`config.mk`:
```
export PLATFORM = sky130hd
export DESIGN_NAME = sae_commit_frame_parser_core
export DESIGN_NICKNAME = d
export VERILOG_FILES = /design/src/rtl/scfp_pkg.sv /design/src/rtl/scfp_in_stage.sv /design/src/rtl/scfp_parse.sv /design/src/rtl/scfp_out_stage.sv /design/src/rtl/sae_commit_frame_parser_core.sv
export VERILOG_INCLUDE_DIRS = /design/src /design/src/rtl
export SDC_FILE = /design/constraint.sdc
export NUM_CORES = 1
export LEC_CHECK = 0
export BUFFER_PORTS_ARGS = -buffer_cell sky130_fd_sc_hd__buf_2
export CORE_AREA = 2 2 116 230
export DETAILED_ROUTE_END_ITERATION = 10
export DIE_AREA = 0 0 118 232
export GPL_TIMING_DRIVEN = 0
export HOLD_SLACK_MARGIN = 0.03
export PLACE_DENSITY = 0.72
export SYNTH_ARGS = -nofsm -noshare
export SYNTH_HDL_FRONTEND = slang
export SYNTH_SLANG_ARGS = --single-unit
export TNS_END_PERCENT = 100
```
`constraint.sdc`:
```
create_clock -name clk -period 23.9 [get_ports clk]
set_clock_uncertainty 0.05 [all_clocks]
set_input_delay 3.585 -clock clk [delete_from_list [all_inputs] [get_ports clk]]
set_output_delay 3.585 -clock clk [all_outputs]
set_load 0.02 [all_outputs]
```
`src/rtl/assert_macros.svh`:
```
// assertion macros used by the top-level rtl file
// no dependencies; bodies drop out when SYNTHESIS is defined
`ifndef ASSERT_MACROS_SVH
`define ASSERT_MACROS_SVH
`ifndef SYNTHESIS
`define ASSERT_PROP(label, clk, rst, prop, msg) \
  label: assert property (@(posedge clk) disable iff (rst) prop) else $error(msg);
`define ASSERT_NEVER(label, clk, rst, cond, msg) \
  label: assert property (@(posedge clk) disable iff (rst) !(cond)) else $error(msg);
`else
`define ASSERT_PROP(label, clk, rst, prop, msg)
`define ASSERT_NEVER(label, clk, rst, cond, msg)
`endif
`endif

```
`src/rtl/scfp_pkg.sv`:
```
// types and constants for the sae commit frame parser
// used by every module of the block; no dependencies
package scfp_pkg;

  localparam int unsigned MAX_FRAME_LEN = 4095;

  localparam int unsigned BYTE_W   = 8;
  localparam int unsigned LEN_W    = 12;
  localparam int unsigned WORD_W   = 16;
  localparam int unsigned S_DATA_W = 24;
  localparam int unsigned M_DATA_W = 48;

  localparam logic [WORD_W-1:0] ALG_SAE      = 16'd3;
  localparam logic [WORD_W-1:0] SEQ_COMMIT   = 16'd1;
  localparam logic [WORD_W-1:0] GROUP_P256   = 16'd19;
  localparam logic [WORD_W-1:0] GROUP_P384   = 16'd20;
  localparam logic [WORD_W-1:0] GROUP_P521   = 16'd21;
  localparam logic [WORD_W-1:0] STATUS_OK    = 16'd0;
  localparam logic [WORD_W-1:0] STATUS_PWE   = 16'd126;
  localparam logic [WORD_W-1:0] STATUS_TOKEN = 16'd76;

  localparam logic [7:0] SCALAR_P256  = 8'd32;
  localparam logic [7:0] ELEMENT_P256 = 8'd64;
  localparam logic [7:0] SCALAR_P384  = 8'd48;
  localparam logic [7:0] ELEMENT_P384 = 8'd96;
  localparam logic [7:0] SCALAR_P521  = 8'd66;
  localparam logic [7:0] ELEMENT_P521 = 8'd132;

  localparam logic [17:0] AUTH_HDR_OFS = 18'd24;
  localparam logic [17:0] GROUP_END    = 18'd30;

  typedef enum logic [2:0] {
    ROLE_OTHER   = 3'd0,
    ROLE_TOKEN   = 3'd1,
    ROLE_SCALAR  = 3'd2,
    ROLE_ELEMENT = 3'd3,
    ROLE_TRAILER = 3'd4
  } role_t;

  typedef enum logic [2:0] {
    VERDICT_OK           = 3'd0,
    VERDICT_TOO_SHORT    = 3'd1,
    VERDICT_NOT_COMMIT   = 3'd2,
    VERDICT_BAD_GROUP    = 3'd3,
    VERDICT_CRYPTO_SHORT = 3'd4
  } verdict_t;

  typedef struct packed {
    logic [BYTE_W-1:0] frame_byte;
    logic [LEN_W-1:0]  frame_length;
    logic              fcs_present;
  } in_beat_t;

  typedef struct packed {
    logic [BYTE_W-1:0] byte_out;
    role_t             byte_role;
    logic              frame_end;
    verdict_t          verdict;
    logic [WORD_W-1:0] auth_status;
    logic [WORD_W-1:0] group_number;
  } out_beat_t;

endpackage

```
`src/rtl/scfp_in_stage.sv`:
```
// input register of the sae commit frame parser
// depends on scfp_pkg
module scfp_in_stage (
  input  logic                                 clk,
  input  logic                                 rst,
  input  logic                                 s_tvalid,
  output logic                                 s_tready,
  input  logic [scfp_pkg::S_DATA_W-1:0]        s_tdata,
  input  logic                                 s_tuser,
  input  logic                                 advance,
  output logic                                 in_valid,
  output scfp_pkg::in_beat_t                   in_beat
);
  import scfp_pkg::*;

  logic take;

  assign s_tready = !in_valid || advance;
  assign take     = s_tvalid && s_tready;

  always_ff @(posedge clk) begin
    if (rst) begin
      in_valid <= 1'b0;
    end else if (take) begin
      in_valid <= 1'b1;
    end else if (advance) begin
      in_valid <= 1'b0;
    end
  end

  always_ff @(posedge clk) begin
    if (take) begin
      in_beat.frame_byte   <= s_tdata[BYTE_W-1:0];
      in_beat.frame_length <= s_tdata[BYTE_W +: LEN_W];
      in_beat.fcs_present  <= s_tuser;
    end
  end

endmodule

```
`src/rtl/scfp_parse.sv`:
```
// per-frame parse state and byte classification
// depends on scfp_pkg
module scfp_parse (
  input  logic                 clk,
  input  logic                 rst,
  input  logic                 advance,
  input  scfp_pkg::in_beat_t   in_beat,
  output scfp_pkg::out_beat_t  result
);
  import scfp_pkg::*;

  logic [LEN_W-1:0]  byte_position;
  logic [WORD_W-1:0] radiotap_length;
  logic [WORD_W-1:0] algorithm_word;
  logic [WORD_W-1:0] sequence_word;
  logic [WORD_W-1:0] status_word;
  logic [WORD_W-1:0] group_word;

  logic [WORD_W-1:0] rt_cur, alg_cur, seq_cur, stat_cur, grp_cur;
  logic [LEN_W-1:0]  len;
  logic [17:0]       len18, p18, fld_base, fld_ofs, s_w, start;
  logic [LEN_W-1:0]  sae, sae_adj, rem, off, tl;
  logic [7:0]        sl, el;
  logic [8:0]        sl_el;
  logic [12:0]       tl_sl;
  logic              fcs_tail, in_payload, status_pwe, frame_end;
  verdict_t          verdict;
  role_t             role;

  // length clamp
  always_comb begin
    if ({5'b0, in_beat.frame_length} > 17'(MAX_FRAME_LEN)) begin
      len = LEN_W'(MAX_FRAME_LEN);
    end else begin
      len = in_beat.frame_length;
    end
  end

  assign len18    = {6'b0, len};
  assign p18      = {6'b0, byte_position};
  assign fld_base = {2'b0, radiotap_length} + AUTH_HDR_OFS;
  assign fld_ofs  = p18 - fld_base;

  // header fields with this beat folded in
  always_comb begin
    rt_cur   = radiotap_length;
    alg_cur  = algorithm_word;
    seq_cur  = sequence_word;
    stat_cur = status_word;
    grp_cur  = group_word;
    if (byte_position == 12'd2) begin
      rt_cur[7:0] = in_beat.frame_byte;
    end else if (byte_position == 12'd3) begin
      rt_cur[15:8] = in_beat.frame_byte;
    end else if (byte_position > 12'd3 && p18 >= fld_base && fld_ofs < 18'd8) begin
      unique case (fld_ofs[2:0])
        3'd0: alg_cur[7:0]   = in_beat.frame_byte;
        3'd1: alg_cur[15:8]  = in_beat.frame_byte;
        3'd2: seq_cur[7:0]   = in_beat.frame_byte;
        3'd3: seq_cur[15:8]  = in_beat.frame_byte;
        3'd4: stat_cur[7:0]  = in_beat.frame_byte;
        3'd5: stat_cur[15:8] = in_beat.frame_byte;
        3'd6: grp_cur[7:0]   = in_beat.frame_byte;
        3'd7: grp_cur[15:8]  = in_beat.frame_byte;
        default: ;
      endcase
    end
  end

  assign s_w     = {2'b0, rt_cur} + GROUP_END;
  assign start   = s_w + 18'd2;
  assign sae     = LEN_W'(len18 - s_w);
  assign sae_adj = (in_beat.fcs_present && sae >= 12'd4) ? sae - 12'd4 : sae;
  assign rem     = sae_adj - 12'd2;

  always_comb begin
    unique case (grp_cur)
      GROUP_P256: begin sl = SCALAR_P256; el = ELEMENT_P256; end
      GROUP_P384: begin sl = SCALAR_P384; el = ELEMENT_P384; end
      GROUP_P521: begin sl = SCALAR_P521; el = ELEMENT_P521; end
      default:    begin sl = 8'd0;        el = 8'd0;         end
    endcase
  end

  assign sl_el      = {1'b0, sl} + {1'b0, el};
  assign status_pwe = (stat_cur == STATUS_OK) || (stat_cur == STATUS_PWE);

  always_comb begin
    priority if (len < 12'd4 || len18 < start) begin
      verdict = VERDICT_TOO_SHORT;
    end else if (alg_cur != ALG_SAE || seq_cur != SEQ_COMMIT) begin
      verdict = VERDICT_NOT_COMMIT;
    end else if (sae_adj < 12'd2) begin
      verdict = VERDICT_TOO_SHORT;
    end else if (sl_el == 9'd0) begin
      verdict = VERDICT_BAD_GROUP;
    end else if (status_pwe && rem < {3'b0, sl_el}) begin
      verdict = VERDICT_CRYPTO_SHORT;
    end else begin
      verdict = VERDICT_OK;
    end
  end

  assign fcs_tail   = in_beat.fcs_present && len18 >= s_w + 18'd4
                      && ({1'b0, byte_position} + 13'd4 >= {1'b0, len});
  assign in_payload = p18 >= start && p18 < start + {6'b0, rem};
  assign off        = LEN_W'(p18 - start);
  assign tl         = rem - {3'b0, sl_el};
  assign tl_sl      = {1'b0, tl} + {5'b0, sl};

  always_comb begin
    priority if (fcs_tail) begin
      role = ROLE_TRAILER;
    end else if (verdict != VERDICT_OK && verdict != VERDICT_CRYPTO_SHORT) begin
      role = ROLE_OTHER;
    end else if (!in_payload) begin
      role = ROLE_OTHER;
    end else if (stat_cur == STATUS_TOKEN) begin
      role = ROLE_TOKEN;
    end else if (status_pwe) begin
      priority if (verdict == VERDICT_CRYPTO_SHORT) begin
        role = ROLE_TRAILER;
      end else if (off < tl) begin
        role = ROLE_TOKEN;
      end else if ({1'b0, off} < tl_sl) begin
        role = ROLE_SCALAR;
      end else begin
        role = ROLE_ELEMENT;
      end
    end else begin
      role = ROLE_TRAILER;
    end
  end

  assign frame_end = ({1'b0, byte_position} + 13'd1) >= {1'b0, len};

  always_comb begin
    result.byte_out  = in_beat.frame_byte;
    result.byte_role = role;
    result.frame_end = frame_end;
    if (frame_end) begin
      result.verdict      = verdict;
      result.auth_status  = stat_cur;
      result.group_number = grp_cur;
    end else begin
      result.verdict      = VERDICT_OK;
      result.auth_status  = '0;
      result.group_number = '0;
    end
  end

  always_ff @(posedge clk) begin
    if (rst) begin
      byte_position   <= '0;
      radiotap_length <= '0;
      algorithm_word  <= '0;
      sequence_word   <= '0;
      status_word     <= '0;
      group_word      <= '0;
    end else if (advance) begin
      if (frame_end) begin
        byte_position   <= '0;
        radiotap_length <= '0;
        algorithm_word  <= '0;
        sequence_word   <= '0;
        status_word     <= '0;
        group_word      <= '0;
      end else begin
        byte_position   <= byte_position + 12'd1;
        radiotap_length <= rt_cur;
        algorithm_word  <= alg_cur;
        sequence_word   <= seq_cur;
        status_word     <= stat_cur;
        group_word      <= grp_cur;
      end
    end
  end

endmodule

```
`src/rtl/scfp_out_stage.sv`:
```
// result register of the sae commit frame parser
// depends on scfp_pkg
module scfp_out_stage (
  input  logic                          clk,
  input  logic                          rst,
  input  logic                          advance,
  input  scfp_pkg::out_beat_t           result,
  output logic                          m_tvalid,
  input  logic                          m_tready,
  output logic [scfp_pkg::M_DATA_W-1:0] m_tdata,
  output logic [2:0]                    m_tuser,
  output logic                          m_tlast
);
  import scfp_pkg::*;

  out_beat_t held;

  always_ff @(posedge clk) begin
    if (rst) begin
      m_tvalid <= 1'b0;
    end else if (advance) begin
      m_tvalid <= 1'b1;
    end else if (m_tready) begin
      m_tvalid <= 1'b0;
    end
  end

  always_ff @(posedge clk) begin
    if (advance) begin
      held <= result;
    end
  end

  assign m_tdata = {5'b0, held.group_number, held.auth_status, held.verdict, held.byte_out};
  assign m_tuser = held.byte_role;
  assign m_tlast = held.frame_end;

endmodule

```
`src/rtl/sae_commit_frame_parser_core.sv`:
```
// sae commit frame parser, top level
// depends on scfp_pkg, scfp_in_stage, scfp_parse, scfp_out_stage, assert_macros.svh
//
// one frame byte goes in per beat on the s_ side; frame_length in every beat gives
// the byte count of the running frame and s_tuser says the frame ends in an fcs.
// every input beat gives exactly one output beat on the m_ side: the byte passed
// through, its role in m_tuser and m_tlast on the final byte of the frame.
// verdict, status and group are valid on the final beat and zero on all others.
// the path from input beat to output beat holds two registers (input register,
// then result register); one beat per cycle sustained while m_tready stays high,
// set by the single pass through the parse logic between the two registers.
// if the receiver stalls, one more byte is taken into the input register and
// s_tready then drops until the result register drains.
// reset clears the valid flags of both registers and all per-frame parse state; the first byte
// after reset is taken as byte zero of a new frame.
`include "assert_macros.svh"
module sae_commit_frame_parser_core (
  input  logic                          clk,
  input  logic                          rst,
  input  logic                          s_tvalid,
  output logic                          s_tready,
  // frame_byte [7:0], frame_length [19:8], zero [23:20]
  input  logic [scfp_pkg::S_DATA_W-1:0] s_tdata,
  // fcs_present
  input  logic                          s_tuser,
  output logic                          m_tvalid,
  input  logic                          m_tready,
  // byte_out [7:0], verdict [10:8], auth_status [26:11], group_number [42:27], zero [47:43]
  output logic [scfp_pkg::M_DATA_W-1:0] m_tdata,
  // byte_role
  output logic [2:0]                    m_tuser,
  output logic                          m_tlast
);
  import scfp_pkg::*;

  logic      in_valid;
  logic      advance;
  in_beat_t  in_beat;
  out_beat_t result;

  assign advance = in_valid && (!m_tvalid || m_tready);

  scfp_in_stage u_in (
    .clk      (clk),
    .rst      (rst),
    .s_tvalid (s_tvalid),
    .s_tready (s_tready),
    .s_tdata  (s_tdata),
    .s_tuser  (s_tuser),
    .advance  (advance),
    .in_valid (in_valid),
    .in_beat  (in_beat)
  );

  scfp_parse u_parse (
    .clk     (clk),
    .rst     (rst),
    .advance (advance),
    .in_beat (in_beat),
    .result  (result)
  );

  scfp_out_stage u_out (
    .clk      (clk),
    .rst      (rst),
    .advance  (advance),
    .result   (result),
    .m_tvalid (m_tvalid),
    .m_tready (m_tready),
    .m_tdata  (m_tdata),
    .m_tuser  (m_tuser),
    .m_tlast  (m_tlast)
  );

  `ASSERT_PROP(a_mid_frame_zero, clk, rst, m_tvalid && !m_tlast |-> m_tdata[42:8] == 35'd0, "summary fields set before frame end")
  `ASSERT_PROP(a_advance_loads, clk, rst, advance |=> m_tvalid, "result register not loaded after advance")
  `ASSERT_PROP(a_in_held, clk, rst, in_valid && !advance |=> in_valid, "held input beat lost")
  `ASSERT_NEVER(a_adv_blocked, clk, rst, advance && m_tvalid && !m_tready, "advance into a full stalled result register")

endmodule
```
======== Yosys cells after proc, flatten, opt, wreduce, memory -nomap -nowiden ========
Cells that the tools add are included.
word-level totals
  memory bits (read-only) ................. 0
  bits in latches ......................... 0
  memory bits (writable) .................. 0
  logic and storage cells ................. 143
  memories ................................ 0
  bits in registers ....................... 162
  input port bits ......................... 29
cells by class
  $mul .................................... 0
  multiplexer cells ....................... 48
  reduce and logical (&&, ||, !) cells .... 25
  shift operators ......................... 0
  add/sub/neg operators ................... 16
  eq/ne operators ......................... 18
  divide/modulo/power cells ............... 0
  bitwise gates (word level) .............. 2
  $lt $le $gt $ge ......................... 15
operator list
  kind                                                                            count
  16-bit two-way mux                                                              17
  8-bit two-way mux                                                               11
  12-bit by 18-bit greater-or-equal comparator with 1-bit output                  3
  16-bit by 5-bit == test with 1-bit output (second input constant)               3
  12-bit by 18-bit less-than comparator with 1-bit output                         2
  16-bit by 5-bit adder with 17-bit output (second input constant)                2
  3-bit two-way mux                                                               11
  16-bit by 7-bit == test with 1-bit output (second input constant)               2
  13-bit by 12-bit greater-or-equal comparator with 1-bit output                  2
  12-bit by 2-bit == test with 1-bit output (second input constant)               2
  12-bit two-way mux                                                              2
  8-bit case mux with 3 select lines                                              1
  12-bit subtractor                                                               2
  7-bit case mux with 3 select lines                                              1
  17-bit by 2-bit adder with 18-bit output (second input constant)                1
  17-bit by 3-bit adder with 18-bit output (second input constant)                1
  18-bit by 12-bit adder with 18-bit output                                       1
  18-bit by 4-bit less-than comparator with 1-bit output (second input constant)  1
  12-bit by 18-bit subtractor with 18-bit output                                  1
  16-bit zero test                                                                1
  16-bit by 1-bit != test with 1-bit output (second input constant)               1
  16-bit by 2-bit != test with 1-bit output (second input constant)               1
  3-bit == test (second input constant)                                           5
  12-bit by 1-bit adder with 13-bit output (second input constant)                1
  28 further kinds                                                                49

======== Depth between registers and ports, before layout ========
  depth after elaboration ................. 23
  mapped depth ............................ 48
  mapped depth without buffers ............ 44

======== Modules after synthesis ========
A second synthesis with hierarchy kept.
unflattened totals
  cells, all modules ...................... 1,599
  area, all modules ....................... 13,864.5 sq um
by module, submodules not included
  module                        area an instance (sq um)  cells each  times used  sequential area each (sq um)
  scfp_parse                    11,676.2                  1,514       1           1,841.8
  scfp_out_stage                1,491.4                   57          1           1,431.4
  scfp_in_stage                 685.7                     26          1           650.6
  sae_commit_frame_parser_core  11.3                      2           1           0.0

======== Worst setup path before layout ========
OpenSTA, ideal clock, no wires.
  path kind ............................... reg2reg
  start point ............................. reg u_parse.byte_position[2]
  end point ............................... reg u_out.held (netlist bit u_out.m_tuser[0]) (data pin)
  stages on the path, launching flop included .. 46
  path buffers ............................ 4
  period minus slack after synthesis ...... 9,967 ps
  path slack .............................. 13,933 ps
  library setup time ...................... 270 ps
  data arrival time ....................... 9,647 ps
  path through ............................ dfxtp_1 > inv_1 > ha_1 > nor4b_4 > and4_1 > buf_2 > buf_2 > mux2i_1 > ha_1 > clkbuf_1 > a21oi_1 > mux2i_1 > xnor2_1 > ha_1 > a2111o_1 > a2bb2oi_1 > xnor2_1 > nor4b_2 > [10 not listed] > nor2_1 > nand2_1 > or3_4 > and2_4 > o21ai_0 > xnor2_1 > ha_1 > nand2_1 > o21ai_0 > xnor2_1 > ha_1 > nor2b_1 > o21ai_0 > nand2b_1 > a21oi_1 > nor2_1 > a2111oi_0 > nor4b_1
between the ends
  cells in the longest elaborated chain, start to end .. 20
  elaborated cells on any way between the ends .. 97
ends and longest elaborated chain
  item                                                                                               RTL line              text
  start, declared                                                                                    scfp_parse.sv:12      logic [LEN_W-1:0] byte_position;
  start signal, assigned                                                                             scfp_parse.sv:169     byte_position <= byte_position + 12'd1;
  parallel branches: the longest is 20 deep, another holds 16-bit by 5-bit adder with 17-bit output  -
  end signal, assigned                                                                               scfp_out_stage.sv:30  held <= result;
  end, declared                                                                                      scfp_out_stage.sv:16  out_beat_t held;
Several ways; the timed one is not identified.
A chain may end at the register's enable or synchronous reset.

======== Worst setup path after layout ========
Same ends and word-level chain as after synthesis.

==> results by group <==
Synthesis
  • Seq/Total Area, Yosys: 0.283
  • Post-Synthesis Cell Area: 13,900 µm²
  • Mean area per synthesized cell: 8.39 µm²
  • Top cells by instance count after synthesis: 179 x nor2_1, 152 x ha_1, 137 x nand2_1
  • Predominant post-synthesis flop cell: dfxtp_1
  • Area share of the largest cell type after synthesis: 0.147
  • Synth area leader: edfxtp_1
  • Dominant cells by area after synthesis: edfxtp_1 15%, ha_1 14%, dfxtp_1 14%
  • Count leader, synth: nor2_1
  • Post-synth EDFFs: 68
  • Yosys warnings: 0
  • Seq cells post-synth: 162
  • Synth Instances: 1,655
  • Ys async rst share: 0
  • Yosys cell types: 89

Drt
  • Number of DRC markers in iteration 0: 881
  • Drt pass-1 iters: 6
  • DR vias/cell: 6.21
  • DRT Wirelength: 46.0 mm
  • WL per Instance: 21.8 µm
  • Antenna viol nets, final: 0
  • Drt drc: 0
  • Via count: 13,100

Critical path
  • Top delay family on crit path: simple AND/OR/NAND/NOR gates
  • Worst r2r src: u_parse.byte_position[2]
  • RR Endpoint: u_out.m_tuser[0]
  • Critical path endpoint: u_out.m_tuser[0]
  • Worst R2R Path Depth: 42
  • Crit Path Max Fanout: 10
  • Startpoint types: register
  • Slowest Stage Delay on Critical Path: 1050 ps
  • FF-to-FF setup slack: 11,220 ps
  • CP Capture Type: register
  • CP dominant cell by count: ha_1
  • CP startpoint: u_parse.byte_position[2]
  • Crit path arrival time: 12,810 ps
  • Slowest-stage cell, CP: mux2i_1
  • CP Depth: 42
  • CP Data Required Time: 24,030 ps
  • CP bufs+invs: 5
  • Setup CP Type: reg2reg

Timing
  • Period utilization: 0.531
  • Achievable Freq: 78.8 MHz
  • RSZ-0062 raised after global routing: false
  • Slew margin rel.: 0.139
  • Finish-stage setup viols: 0
  • Tmin final: 12,680 ps
  • Slew @ Worst Pin: 1260 ps
  • Hold Violations, Final: 0
  • Fin. max-slew vios: 0
  • Fin Setup TNS: 0 ps

Power and ir drop
  • Peak supply drop: 0.0699 mV
  • Leak: 0.00604 µW
  • Power density over cell area: 54.0 nW/µm²

Global routing
  • GRT Util Overall: 0.336
  • Total grt overflow: 0
  • First-pass GRT wire length: 70.4 mm
  • Initial antenna violation count: 0
  • Vias in the first global route: 13,100
  • Largest net degree at the start of global routing: 40

Floorplanning
  • Ports: 83
  • Rows: 83
  • Die Ht: 232 µm
  • Die X: 118 µm
  • Die ar.: 27,400 µm²
  • Starting density of the core: 0.541
  • Core box area: 25,700 µm²

CTS
  • Total CTS buffers: 17
  • CTS H-tree lvls: 4
  • # clock sinks: 162
  • # hold bufs at CTS: 0
  • CTS resizes: 0
  • Maximum root-to-sink buffer count: 2
  • Clk Latency, worst-skew pair: 440 ps
  • CTS tree: done
  • Post-CTS Setup Bufs: 0
  • Clock root buffer: clkbuf_16
  • CTS clock-pin slew for the worst setup and hold paths: 60 ps

Hold path
  • Hold Path Class: reg2reg

Run status
  • Status: finished clean

Job
  • Max-cap violations: 0

Final layout
  • Ratio of cells with drive above 1 in the final layout: 0.0928
  • Final #Nets: 1,941
  • Final Util: 0.596
  • Synthesis-to-layout area growth: 10.2%
  • Fillers: 2,388
  • Final non-filler cell total: 2,107
  • # diodes: 0
  • Post-route cell area: 15,300 µm²

Place
  • Placer Congestion: 1.02
  • IO Port Bufs: 72
  • Post-placement cell count: 2,074
  • Post-DP Area: 14,700 µm²
  • Placed wire-length estimate: 37.0 mm
## cell usage in the layout, fill, tap and decap left out, types with 51 or more instances in the layout
master / synthesis / layout
nand2_1: 137 / 137
nor3_1: 53 / 53
ha_1: 152 / 152
nand3_1: 51 / 51
clkbuf_1: 54 / 53
o21ai_0: 51 / 51
xnor2_1: 69 / 69
dfxtp_1: 94 / 94
edfxtp_1: 68 / 68
inv_1: 77 / 77
buf_2: 11 / 85
a21oi_1: 111 / 111
nor2_1: 179 / 179
a22oi_1: 70 / 70
## final cells by class
class,instances,area (µm²),area share
Buffer,78,347,0.0227
Sequential cell,162,3920,0.257
Inverter,78,293,0.0191
Clock inverter,15,146,0.00957
Clock buffer,17,425,0.0278
Timing Repair Buffer,76,395,0.0259
Tap cell,340,425,0.0278
Multi-Input combinational cell,1341,9340,0.611
## logic make-up (layout without fill, tap and decap cells)
kind of cell / Yosys count / after routing / synth area share
other cells: 1 / 5 / 0.000270
mux: 51 / 51 / 0.0379
buf+inv: 156 / 264 / 0.0460
compound gates: 413 / 413 / 0.202
fa+ha+maj: 158 / 158 / 0.146
xor+xnor: 110 / 110 / 0.0704
simple gates: 604 / 604 / 0.215
flops: 162 / 162 / 0.283
## how the worst min path moves through the flow
stage	start	end	slack, ps	depth (start not counted)
finish	u_in.in_beat[16]	u_out.m_tdata[3]	390	0
detailed placement	u_in.in_beat[16]	u_out.m_tdata[3]	380	0
CTS	u_in.in_beat[14]	u_out.m_tdata[1]	390	0
global placement	u_in.in_beat[17]	u_out.m_tdata[4]	380	0
global route	u_in.in_beat[14]	u_out.m_tdata[1]	410	0
floorplan	u_in.in_beat[16]	u_out.m_tdata[3]	370	0
## stage by stage
step | setup WS [ps] | hold slack, ps | total power [µW]
floorplan | 13930 | 371 | 494
global placement | 11410 | 377 | 553
detailed placement | 11350 | 376 | 560
CTS | 11310 | 392 | 827
global route | 10500 | 411 | 871
finish | 11220 | 389 | 826
## where the power goes
part / internal, µW / total (µW) / switching (µW)
clock: 146 / 269 / 122
combinational: 103 / 256 / 154
sequential: 295 / 300 / 5.81
total: 544 / 826 / 282
## flip-flops by register name, summed over array words and instances (netlist names), 3 cells and up
| register | flops |
|---|---|
| u_out.m_tuser | 3 |
| u_in.in_beat | 21 |
| u_parse.sequence_word | 16 |
| u_parse.byte_position | 12 |
| u_parse.status_word | 16 |
| u_parse.radiotap_length | 16 |
| u_parse.group_word | 16 |
| u_out.m_tdata | 43 |
| u_parse.algorithm_word | 16 |
## per-layer routing
layer / part of all wire / GRT usage / vias up
li1: - / - / 6226
met1: 0.31 / 0.290 / 6152
met2: 0.53 / 0.632 / 483
met3: 0.039 / 0.0459 / 224
met4: 0.12 / 0.349 / 0
met5: 0 / 0 / -
No activity file was read; power rests on OpenSTA's default activity.
